`config.mk`:
```
export PLATFORM = sky130hd
export DESIGN_NAME = frame_patch_checksum_fixup
export DESIGN_NICKNAME = d
export VERILOG_FILES = /design/src/rtl/fpcf_pkg.sv /design/src/rtl/frame_patch_checksum_fixup.sv /design/src/rtl/fpcf_apb_regs.sv /design/src/rtl/fpcf_csum_adj.sv /design/src/rtl/fpcf_update.sv
export SDC_FILE = /design/constraint.sdc
export NUM_CORES = 1
export LEC_CHECK = 0
export BUFFER_PORTS_ARGS = -buffer_cell sky130_fd_sc_hd__clkbuf_2
export CORE_MARGIN = 2
export CORE_UTILIZATION = 45
export CTS_CLUSTER_SIZE = 40
export DETAILED_ROUTE_END_ITERATION = 8
export PLACE_DENSITY_LB_ADDON = 0.12
export SLEW_MARGIN = 15
export SYNTH_ARGS = -nofsm -noshare
export SYNTH_HDL_FRONTEND = slang
export SYNTH_SLANG_ARGS = --single-unit
```
`constraint.sdc`:
```
create_clock -name clk -period 11.6 [get_ports clk]
set_input_delay 0.58 -clock clk [delete_from_list [all_inputs] [get_ports clk]]
set_output_delay 0.58 -clock clk [all_outputs]
set_load 0.01 [all_outputs]
```
`src/rtl/fpcf_pkg.sv`:
```
`timescale 1ns / 1ps
// ----------------------------------------------------------------------------
// fpcf_pkg: shared types and constants for the frame patch checksum fixup
// Frame layout offsets, register map codes and the configuration bundle.
// ----------------------------------------------------------------------------
package fpcf_pkg;

  localparam int unsigned OFF_W        = 11;
  localparam int unsigned WORD_W       = 16;
  localparam int unsigned ADDR_W       = 5;
  localparam int unsigned DATA_W       = 32;

  // Largest frame in bytes; a word that would end past it is dropped.
  localparam int unsigned MAX_FRAME_BYTES = 2048;
  localparam int unsigned OFF_LIMIT       = MAX_FRAME_BYTES - 2;

  // Frame layout, bytes from the start of the Ethernet header.
  localparam logic [OFF_W-1:0] ETH_HDR_BYTES = OFF_W'(14);
  localparam logic [OFF_W-1:0] IP_CSUM_OFF   = OFF_W'(24);
  localparam logic [OFF_W-1:0] PSEUDO_LO     = OFF_W'(26);
  localparam logic [OFF_W-1:0] PSEUDO_HI     = OFF_W'(34);
  localparam logic [OFF_W-1:0] TCP_CSUM_REL  = OFF_W'(16);
  localparam logic [OFF_W-1:0] UDP_CSUM_REL  = OFF_W'(6);

  typedef enum logic [1:0] {
    KIND_OTHER = 2'd0,
    KIND_TCP   = 2'd1,
    KIND_UDP   = 2'd2,
    KIND_RSVD  = 2'd3
  } l4_kind_t;

  typedef enum logic [2:0] {
    REG_FRAME_IS_IPV4   = 3'd0,
    REG_IP_HEADER_WORDS = 3'd1,
    REG_L4_KIND         = 3'd2,
    REG_TMPL_IP_CSUM    = 3'd3,
    REG_TMPL_L4_CSUM    = 3'd4
  } reg_idx_t;

  typedef struct packed {
    logic              frame_is_ipv4;
    logic [3:0]        ip_header_words;
    logic [1:0]        l4_kind;
    logic [WORD_W-1:0] template_ip_checksum;
    logic [WORD_W-1:0] template_l4_checksum;
  } cfg_t;

  typedef struct packed {
    logic              first_of_frame;
    logic [OFF_W-1:0]  offset;
    logic [WORD_W-1:0] old_word;
    logic [WORD_W-1:0] new_word;
  } patch_t;

  typedef struct packed {
    logic [OFF_W-1:0]  offset;
    logic [WORD_W-1:0] word;
    logic              write_enable;
  } wr_t;

endpackage

```
`src/rtl/frame_patch_checksum_fixup.sv`:
```
`timescale 1ns / 1ps
// ----------------------------------------------------------------------------
// frame_patch_checksum_fixup: incremental IPv4 and TCP/UDP checksum fixup
// Path: a word accepted into the input register moves on to the result register
// when that register is free, and leaves it when result_stall is low.
// Throughput: one word per cycle while result_stall is low; the combinational
// add-and-fold of the running sums between the two registers sets it.
// Reset (rst, synchronous): clears both valids, the running sums and the
// configuration registers (ip_header_words returns to 5, others to 0).
// ----------------------------------------------------------------------------
module frame_patch_checksum_fixup (
  input  logic                             clk,
  input  logic                             rst,
  // configuration port
  input  logic                             psel,
  input  logic                             penable,
  input  logic                             pwrite,
  input  logic [fpcf_pkg::ADDR_W-1:0]      paddr,
  input  logic [fpcf_pkg::DATA_W-1:0]      pwdata,
  output logic [fpcf_pkg::DATA_W-1:0]      prdata,
  output logic                             pready,
  // patch words in
  input  logic                             patch_valid,
  output logic                             patch_stall,
  input  logic                             first_of_frame,
  input  logic [fpcf_pkg::OFF_W-1:0]       byte_offset,
  input  logic [fpcf_pkg::WORD_W-1:0]      old_word,
  input  logic [fpcf_pkg::WORD_W-1:0]      new_word,
  // write words out
  output logic                             result_valid,
  input  logic                             result_stall,
  output logic [fpcf_pkg::OFF_W-1:0]       out_offset,
  output logic [fpcf_pkg::WORD_W-1:0]      out_word,
  output logic                             write_enable,
  output logic [fpcf_pkg::WORD_W-1:0]      ip_checksum,
  output logic [fpcf_pkg::WORD_W-1:0]      l4_checksum
);

  fpcf_pkg::cfg_t   cfg;
  fpcf_pkg::patch_t patch;
  fpcf_pkg::wr_t    wr;
  logic             patch_held;
  logic             out_ready;
  logic             advance;
  logic             take;

  fpcf_apb_regs u_regs (
    .clk     (clk),
    .rst     (rst),
    .psel    (psel),
    .penable (penable),
    .pwrite  (pwrite),
    .paddr   (paddr),
    .pwdata  (pwdata),
    .prdata  (prdata),
    .pready  (pready),
    .cfg     (cfg)
  );

  // The result register is free when empty or when its word leaves this edge.
  assign out_ready   = !result_valid || !result_stall;
  // Move the held patch into the result stage whenever that stage is free.
  assign advance     = patch_held && out_ready;
  // Stall the input only when a patch is held and cannot move on.
  assign patch_stall = patch_held && !out_ready;
  assign take        = patch_valid && !patch_stall;

  // Input register: valid bit under reset, payload captured on accept.
  always_ff @(posedge clk) begin
    if (rst) begin
      patch_held <= 1'b0;
    end else if (take) begin
      patch_held <= 1'b1;
    end else if (advance) begin
      patch_held <= 1'b0;
    end
  end

  always_ff @(posedge clk) begin
    if (take) begin
      patch.first_of_frame <= first_of_frame;
      // drop bit 0: every patch addresses a whole 16-bit word
      patch.offset         <= {byte_offset[fpcf_pkg::OFF_W-1:1], 1'b0};
      patch.old_word       <= old_word;
      patch.new_word       <= new_word;
    end
  end

  // Classification, checksum adjust and the result register.
  fpcf_update u_update (
    .clk     (clk),
    .rst     (rst),
    .advance (advance),
    .patch   (patch),
    .cfg     (cfg),
    .wr      (wr),
    .ip_sum  (ip_checksum),
    .l4_sum  (l4_checksum)
  );

  // Result valid: set on advance, clear when the word is taken downstream.
  always_ff @(posedge clk) begin
    if (rst) begin
      result_valid <= 1'b0;
    end else if (advance) begin
      result_valid <= 1'b1;
    end else if (!result_stall) begin
      result_valid <= 1'b0;
    end
  end

  // The running sums change only on advance, together with the result
  // register, so they always show the sums after the word on display.
  assign out_offset   = wr.offset;
  assign out_word     = wr.word;
  assign write_enable = wr.write_enable;

endmodule

```
`src/rtl/fpcf_apb_regs.sv`:
```
`timescale 1ns / 1ps
// ----------------------------------------------------------------------------
// fpcf_apb_regs: configuration register file
// APB-style write and read of the template and frame-type registers.
// ----------------------------------------------------------------------------
module fpcf_apb_regs (
  input  logic                             clk,
  input  logic                             rst,
  input  logic                             psel,
  input  logic                             penable,
  input  logic                             pwrite,
  input  logic [fpcf_pkg::ADDR_W-1:0]      paddr,
  input  logic [fpcf_pkg::DATA_W-1:0]      pwdata,
  output logic [fpcf_pkg::DATA_W-1:0]      prdata,
  output logic                             pready,
  output fpcf_pkg::cfg_t                   cfg
);

  logic                      wr_en;
  fpcf_pkg::reg_idx_t        idx;

  assign pready = 1'b1;
  assign wr_en  = psel & penable & pwrite & pready;
  assign idx    = fpcf_pkg::reg_idx_t'(paddr[fpcf_pkg::ADDR_W-1:2]);

  always_ff @(posedge clk) begin
    if (rst) begin
      cfg.frame_is_ipv4        <= 1'b0;
      cfg.ip_header_words      <= 4'd5;
      cfg.l4_kind              <= fpcf_pkg::KIND_OTHER;
      cfg.template_ip_checksum <= '0;
      cfg.template_l4_checksum <= '0;
    end else if (wr_en) begin
      case (idx)
        fpcf_pkg::REG_FRAME_IS_IPV4:   cfg.frame_is_ipv4        <= pwdata[0];
        fpcf_pkg::REG_IP_HEADER_WORDS: cfg.ip_header_words      <= pwdata[3:0];
        fpcf_pkg::REG_L4_KIND:         cfg.l4_kind              <= pwdata[1:0];
        fpcf_pkg::REG_TMPL_IP_CSUM:    cfg.template_ip_checksum <= pwdata[15:0];
        fpcf_pkg::REG_TMPL_L4_CSUM:    cfg.template_l4_checksum <= pwdata[15:0];
        default: ;
      endcase
    end
  end

  always_comb begin
    prdata = '0;
    case (idx)
      fpcf_pkg::REG_FRAME_IS_IPV4:   prdata[0]    = cfg.frame_is_ipv4;
      fpcf_pkg::REG_IP_HEADER_WORDS: prdata[3:0]  = cfg.ip_header_words;
      fpcf_pkg::REG_L4_KIND:         prdata[1:0]  = cfg.l4_kind;
      fpcf_pkg::REG_TMPL_IP_CSUM:    prdata[15:0] = cfg.template_ip_checksum;
      fpcf_pkg::REG_TMPL_L4_CSUM:    prdata[15:0] = cfg.template_l4_checksum;
      default:                       prdata       = '0;
    endcase
  end

endmodule

```
`src/rtl/fpcf_csum_adj.sv`:
```
`timescale 1ns / 1ps
// ----------------------------------------------------------------------------
// fpcf_csum_adj: incremental ones'-complement checksum adjust
// Result is ~(~sum + ~old + new) with end-around carries folded twice.
// ----------------------------------------------------------------------------
module fpcf_csum_adj (
  input  logic [fpcf_pkg::WORD_W-1:0] sum,
  input  logic [fpcf_pkg::WORD_W-1:0] old_w,
  input  logic [fpcf_pkg::WORD_W-1:0] new_w,
  output logic [fpcf_pkg::WORD_W-1:0] res
);

  logic [17:0] raw;
  logic [16:0] fold1;
  logic [15:0] fold2;

  // Three 16-bit terms fit in 18 bits; two folds always settle the carry.
  // Complement at 16 bits first, then zero-extend.
  assign raw   = {2'b00, ~sum} + {2'b00, ~old_w} + {2'b00, new_w};
  assign fold1 = 17'(raw[15:0]) + 17'(raw[17:16]);
  assign fold2 = fold1[15:0] + 16'(fold1[16]);
  assign res   = ~fold2;

endmodule

```
`src/rtl/fpcf_update.sv`:
```
`timescale 1ns / 1ps
// ----------------------------------------------------------------------------
// fpcf_update: patch classifier and running checksum registers
// Decide coverage and drop for one word, adjust both sums, register result.
// ----------------------------------------------------------------------------
module fpcf_update (
  input  logic                         clk,
  input  logic                         rst,
  input  logic                         advance,
  input  fpcf_pkg::patch_t             patch,
  input  fpcf_pkg::cfg_t               cfg,
  output fpcf_pkg::wr_t                wr,
  output logic [fpcf_pkg::WORD_W-1:0]  ip_sum,
  output logic [fpcf_pkg::WORD_W-1:0]  l4_sum
);

  logic [fpcf_pkg::WORD_W-1:0] ip_base;
  logic [fpcf_pkg::WORD_W-1:0] l4_base;
  logic [fpcf_pkg::WORD_W-1:0] ip_adj;
  logic [fpcf_pkg::WORD_W-1:0] l4_adj;
  logic [fpcf_pkg::WORD_W-1:0] ip_sum_next;
  logic [fpcf_pkg::WORD_W-1:0] l4_sum_next;
  logic [fpcf_pkg::OFF_W-1:0]  l4_off;
  logic                        beyond;
  logic                        in_pseudo;
  logic                        in_ip_hdr;
  logic                        in_l4;
  logic                        we_next;

  assign ip_base = patch.first_of_frame ? cfg.template_ip_checksum : ip_sum;
  assign l4_base = patch.first_of_frame ? cfg.template_l4_checksum : l4_sum;

  fpcf_csum_adj u_ip_adj (
    .sum   (ip_base),
    .old_w (patch.old_word),
    .new_w (patch.new_word),
    .res   (ip_adj)
  );

  fpcf_csum_adj u_l4_adj (
    .sum   (l4_base),
    .old_w (patch.old_word),
    .new_w (patch.new_word),
    .res   (l4_adj)
  );

  assign l4_off    = fpcf_pkg::ETH_HDR_BYTES
                   + {{(fpcf_pkg::OFF_W-6){1'b0}}, cfg.ip_header_words, 2'b00};
  assign beyond    = (32'(patch.offset) > 32'(fpcf_pkg::OFF_LIMIT));
  assign in_pseudo = (patch.offset >= fpcf_pkg::PSEUDO_LO)
                   && (patch.offset < fpcf_pkg::PSEUDO_HI);
  assign in_ip_hdr = (patch.offset >= fpcf_pkg::ETH_HDR_BYTES) && (patch.offset < l4_off);
  assign in_l4     = in_pseudo || (patch.offset >= l4_off);

  always_comb begin
    ip_sum_next = ip_base;
    l4_sum_next = l4_base;
    we_next     = 1'b1;
    if (beyond) begin
      we_next = 1'b0;
    end else if (cfg.frame_is_ipv4) begin
      if (patch.offset == fpcf_pkg::IP_CSUM_OFF) begin
        we_next = 1'b0;
      end else begin
        if (in_ip_hdr) begin
          ip_sum_next = ip_adj;
        end
        unique case (fpcf_pkg::l4_kind_t'(cfg.l4_kind))
          fpcf_pkg::KIND_TCP: begin
            if (patch.offset == l4_off + fpcf_pkg::TCP_CSUM_REL) begin
              we_next = 1'b0;
            end else if (in_l4) begin
              l4_sum_next = l4_adj;
            end
          end
          fpcf_pkg::KIND_UDP: begin
            // a zero UDP checksum means "none" and must stay zero
            if (patch.offset == l4_off + fpcf_pkg::UDP_CSUM_REL) begin
              we_next = 1'b0;
            end else if (in_l4 && (l4_base != '0)) begin
              l4_sum_next = l4_adj;
            end
          end
          default: ;
        endcase
      end
    end
  end

  always_ff @(posedge clk) begin
    if (rst) begin
      ip_sum <= '0;
      l4_sum <= '0;
    end else if (advance) begin
      ip_sum <= ip_sum_next;
      l4_sum <= l4_sum_next;
    end
  end

  always_ff @(posedge clk) begin
    if (advance) begin
      wr.offset       <= patch.offset;
      wr.word         <= patch.new_word;
      wr.write_enable <= we_next;
    end
  end

endmodule

```
Word-level counts from Yosys, hierarchy flattened
Cells that the tools add are included.

Register bits after elaboration: 143. Input bits: 88. Logic and storage cells: 97.

Add/sub/neg operators: 11. Order comparisons: 6. Equality and inequality tests: 10. Multiplexer cells: 27. Bitwise operators: 7. Reduce and logical (&&, ||, !) cells: 20.

Operator list (count): 16-bit 2-to-1 mux (13); 16-bit inverter (5); 17-bit by 16-bit adder with 18-bit output (2); 16-bit by 16-bit adder with 17-bit output (2); 16-bit by 2-bit adder with 17-bit output (2); 16-bit by 1-bit adder with 16-bit output (2); 16-bit case mux with 2 select lines (1); 12-bit case mux with 2 select lines (1); 11-bit == test (2); 16-bit nonzero test (1); 11-bit by 3-bit adder with 11-bit output, second input constant (1); 11-bit by 5-bit adder with 11-bit output, second input constant (1); 11-bit greater-or-equal comparator (1); 11-bit by 4-bit greater-or-equal comparator with 1-bit output, second input constant (1); 11-bit by 5-bit greater-or-equal comparator with 1-bit output, second input constant (1); 11-bit greater-than comparator, second input constant (1); 11-bit less-than comparator (1); 11-bit by 6-bit less-than comparator with 1-bit output, second input constant (1); 10-bit by 4-bit == test with 1-bit output, second input constant (1); 2-bit AND reduction (5); 1-bit 2-to-1 mux (8); 4-bit by 6-bit adder with 7-bit output, first input constant (1); 3-bit by 2-bit == test with 1-bit output, second input constant (2); 1-bit logical AND (6); other kinds (14) (19).

Logic depth before layout (Yosys ltp)
Depth after elaboration: 13. Mapped depth: 33. Mapped depth without buffers: 30.

Hierarchy
From an unflattened synthesis, not the netlist that was laid out.

Cells, all modules: 1160. Area, all modules: 11303.3 um^2.

By module, submodules not included: fpcf_update (times used 1, cells an instance 357, area an instance 3792.4 um^2, seq. area each 1481.4 um^2); fpcf_apb_regs (times used 1, cells an instance 212, area an instance 2083.2 um^2, seq. area each 780.7 um^2); fpcf_csum_adj (u_update.u_ip_adj) (times used 1, cells an instance 271, area an instance 2035.7 um^2, seq. area each 0.0 um^2); fpcf_csum_adj (u_update.u_l4_adj) (times used 1, cells an instance 266, area an instance 2010.7 um^2, seq. area each 0.0 um^2); frame_patch_checksum_fixup (times used 1, cells an instance 54, area an instance 1381.3 um^2, seq. area each 1331.3 um^2).

Least setup slack after synthesis
No wires, ideal clock.

Kind: reg-to-reg. Start: register, netlist name patch[43]. End: register u_update.ip_sum[11] (netlist bit). Setup time: 0.187 ns. Data arrival time: 7.460 ns. Required time: 11.413 ns. Setup slack: 3.953 ns. Stages on the path, launching flop included: 34. Period minus slack after synthesis: 7.647 ns. Path through: edfxtp_1 > clkbuf_1 > buf_1 > buf_1 > mux2_2 > fa_1 > inv_1 > ha_1 > a211oi_1 > o31a_1 > o2bb2ai_1 > o31ai_1 > a31oi_1 > nor2b_1 > o21ai_0 > nand2b_1 > xnor2_1 > ha_1 > inv_1 > fa_1 > nor2_1 > nand4_1 > nor4_1 > nor3b_1 > ha_1 > nor3b_1 > nand3_1 > or2_2 > nor3_1 > and3_1 > o21ai_0 > xor2_1 > mux2i_1 > a211oi_1.

Cells in the longest elaborated chain, start to end: 11.

RTL lines: 16-bit 2-to-1 mux (*) (line fpcf_update.sv:30) `assign ip_base = patch.first_of_frame ? cfg.template_ip_checksum : ip_sum;`; 16-bit inverter (line fpcf_csum_adj.sv:19) `assign raw = {2'b00, ~sum} + {2'b00, ~old_w} + {2'b00, new_w};`; 16-bit by 16-bit adder with 17-bit output (line fpcf_csum_adj.sv:19); 17-bit by 16-bit adder with 18-bit output (line fpcf_csum_adj.sv:19); 16-bit by 2-bit adder with 17-bit output (line fpcf_csum_adj.sv:20) `assign fold1 = 17'(raw[15:0]) + 17'(raw[17:16]);`; 16-bit by 1-bit adder with 16-bit output (line fpcf_csum_adj.sv:21) `assign fold2 = fold1[15:0] + 16'(fold1[16]);`; 16-bit inverter (line fpcf_csum_adj.sv:22) `assign res = ~fold2;`; 16-bit 2-to-1 mux (line fpcf_update.sv:65) `if (in_ip_hdr) begin`; 16-bit 2-to-1 mux (line fpcf_update.sv:62) `if (patch.offset == fpcf_pkg::IP_CSUM_OFF) begin`; 16-bit 2-to-1 mux (line fpcf_update.sv:61) `end else if (cfg.frame_is_ipv4) begin`; 16-bit 2-to-1 mux (*) (line fpcf_update.sv:59) `if (beyond) begin`; to (signal assigned) (line fpcf_update.sv:95) `ip_sum <= ip_sum_next;`; to (decl) (line fpcf_update.sv:13) `output logic [fpcf_pkg::WORD_W-1:0] ip_sum,`.

Every way passes the cells marked *; elsewhere a longest branch is shown, timed or not. A chain may end at the register's enable or synchronous reset.

Worst setup path in the final report
Start: register, netlist name patch[43]. End: register u_update.ip_sum[12] (netlist bit).

Cells in the longest elaborated chain, start to end: 11.

RTL lines (line): 16-bit 2-to-1 mux (*) (fpcf_update.sv:30); 16-bit inverter (fpcf_csum_adj.sv:19); 16-bit by 16-bit adder with 17-bit output (fpcf_csum_adj.sv:19); 17-bit by 16-bit adder with 18-bit output (fpcf_csum_adj.sv:19); 16-bit by 2-bit adder with 17-bit output (fpcf_csum_adj.sv:20); 16-bit by 1-bit adder with 16-bit output (fpcf_csum_adj.sv:21); 16-bit inverter (fpcf_csum_adj.sv:22); 16-bit 2-to-1 mux (fpcf_update.sv:65); 16-bit 2-to-1 mux (fpcf_update.sv:62); 16-bit 2-to-1 mux (fpcf_update.sv:61); 16-bit 2-to-1 mux (*) (fpcf_update.sv:59).

Marks and branches as above.

==> flow_summary.toml <==
[setup_path]
worst_setup_path_end_kind = "register"
path_delay_family = "simple AND/OR/NAND/NOR gates"
startpoint_type = "register"
crit_path_frequent_cell = "ha_1"
critical_path.n_buffers_inverters = 3
critPathSlowestCell = "edfxtp_1"
r2r_end = "u_update.ip_sum[12]$_SDFFE_PP0P_"
cp_max_fo = 21
r2r_cells = 30
r2r_slack_ps = 2890
arrival_ps = 9050
critPathMaxStageDelay_ps = 930
r2r-start = "patch[43]$_DFFE_PP_"
required_ps = 11940
critical_path_class = "register to register"

[synthesis]
syn_area_um2 = 9890
synth_edf_count = 70
avgSynthCellArea_um2 = 9.44
async_flop_share = 0
yosys_most_used_dff = "dfxtp_1"
synth_warnings = 0
ys_types = 77
syn-instance-count = 1048
synth_seq_cells = 143
ys_seq_area_frac = 0.360

[min_path]
whs_path_depth = 1
hp-start = "byte_offset[5]"
hold_path_class = "input port to register"
holdPathEnd = "patch[37]$_DFFE_PP_"

[finish]
final_util = 0.526
fin_nets = 1355
fillCellCount = 2010
seqCellArea_um2 = 3560
multi_input_area_um2 = 5730
antenna_cells = 0
mostFrequentLayoutCells = "clkbuf_2 (145), inv_1 (107), nor2_1 (85)"
layout-drive-gt1-share = 0.197
layout_commonest_cell = "clkbuf_2"
syn2layout_area_growth_pct = 15.3

[sta]
grt_setup_unrepaired = "false"
slew_viol_final = 0
final-setup-viol-count = 0
fin_skew_ps = 9.16
tightest_slew_ps = 1100
fmax_mhz = 115
final_hold_viol_count = 0
relSlewSlack = 0.261
timing.final.crit_period_ps = 8710
timing.final.crit_share = 0.751
finalSetupTns_ps = 0

[placed_design]
routabilityCongestion = 0.847
port_buffers = 145
dpl.hpwl_um = 21000

[cts]
cts.hold.buffers_added = 0
cts-root-buf = "clkbuf_16"
path_clk_slew_ps = 70
cts_inserted_buffers = 17
tritoncts = "yes"
clock_path_buffers = 2
clock_latency_ps = 430
postCtsSetupBuffers = 0
cts-htree-levels = 4
post_cts_resized = 0
clock-sinks = 143

[run_status]
status = "finished clean"

[drt]
top_layer = "met4"
dr_wl_met3_um = 1450
post_drt_wl_per_cell_um = 18.1
drt_iter0_drc = 453
vias_per_cell = 5.38
met1_length_um = 12600
firstDrtPassIters = 4
routed_wl_um = 26700
wl_met2_um = 12000
vias = 7932
antenna_left = 0
route.detailed.drc = 0

[floorplan]
pin_count = 183
core-area_um2 = 21700
start_util = 0.456
die_y_um = 152
die_area_um2 = 23200
rows = 54
fp.dieW_um = 152

[global_routing]
grt_start_max_net_pins = 75
grt_overflow = 0
track_usage = 0.229
antenna_found_initial = 0
grt_pass1_wl_um = 41700
grt_pass1_vias = 7539

[pwr]
peakVddDrop_uv = 103
cellLeakagePower_nw = 4.81
pwr_density_cell_nw_per_um2 = 143

[job]
drv_cap = 0
## worst max-delay path by stage
stage                              startpoint                          endpoint  slack (ps)  cells past startpoint
after global placement    patch[43]$_DFFE_PP_  u_update.ip_sum[12]$_SDFFE_PP0P_        3100                     30
after global routing      patch[43]$_DFFE_PP_  u_update.ip_sum[10]$_SDFFE_PP0P_        2090                     30
after CTS                 patch[43]$_DFFE_PP_  u_update.ip_sum[11]$_SDFFE_PP0P_        2940                     31
final                     patch[43]$_DFFE_PP_  u_update.ip_sum[12]$_SDFFE_PP0P_        2890                     30
after floorplan           patch[43]$_DFFE_PP_  u_update.ip_sum[11]$_SDFFE_PP0P_        3950                     33
after detailed placement  patch[43]$_DFFE_PP_  u_update.ip_sum[11]$_SDFFE_PP0P_        3000                     31
## stage by stage
| stage | setup slack [ps] | std cells | total power, mW | hold slack [ps] | area (um^2) |
|---|---|---|---|---|---|
| finish | 2890 | 1475 | 1.64 | 319 | 11400 |
| global route | 2090 | 1475 | 1.72 | 310 | 11400 |
| detailed placement | 3000 | 1443 | 1.09 | 434 | 10800 |
| global placement | 3100 | 1443 | 1.09 | 431 | 10800 |
| CTS | 2940 | 1475 | 1.64 | 309 | 11400 |
| floorplan | 3950 | 1064 | 0.977 | 426 | 9950 |
## kinds of logic after synthesis
logic type | share of synthesized area
simple gates | 0.158
compound gates | 0.146
buf+inv | 0.0677
flops | 0.360
fa+ha+maj | 0.135
xor+xnor | 0.0643
mux | 0.0682
other cells | 0.000759
## where the power goes
group | switching, mW | leakage (nW) | internal, mW
Sequential | 0.0189 | 1.26 | 0.551
Combinational | 0.316 | 3.26 | 0.203
Clock | 0.225 | 0.284 | 0.321
Total | 0.560 | 4.81 | 1.08
## layout make-up
class,count,area share
Timing Repair Buffer,151,0.0676
Inverter,108,0.0356
Clock buffer,21,0.0424
Clock inverter,11,0.00889
Tap cell,280,0.0307
Sequential cell,143,0.313
Multi-Input combinational cell,761,0.502
## routing by layer
metal,up-vias,track usage
li1,3948,-
met5,-,0
met2,217,0.363
met4,0,0.0752
met1,3736,0.321
met3,31,0.0395
## synth_stat cells (28+ instances only)
cell type	instances	area, um^2
inv_1	108	405
nor2_1	86	323
nand2_1	84	315
dfxtp_1	73	1460
edfxtp_1	70	2100
a21oi_1	57	285
ha_1	49	613
xnor2_1	45	394
fa_1	36	721
mux2_2	33	372
nor3_1	30	150
clkbuf_1	28	105
mux2i_1	28	280
## state kept, by name, summed over array words and instances, names as in the netlist
signal / cells
patch_held: 1
u_update.l4_sum: 16
u_regs.cfg: 39
u_update.wr: 27
patch: 43
u_update.ip_sum: 16
result_valid: 1
(Power assumes the default switching activity.)
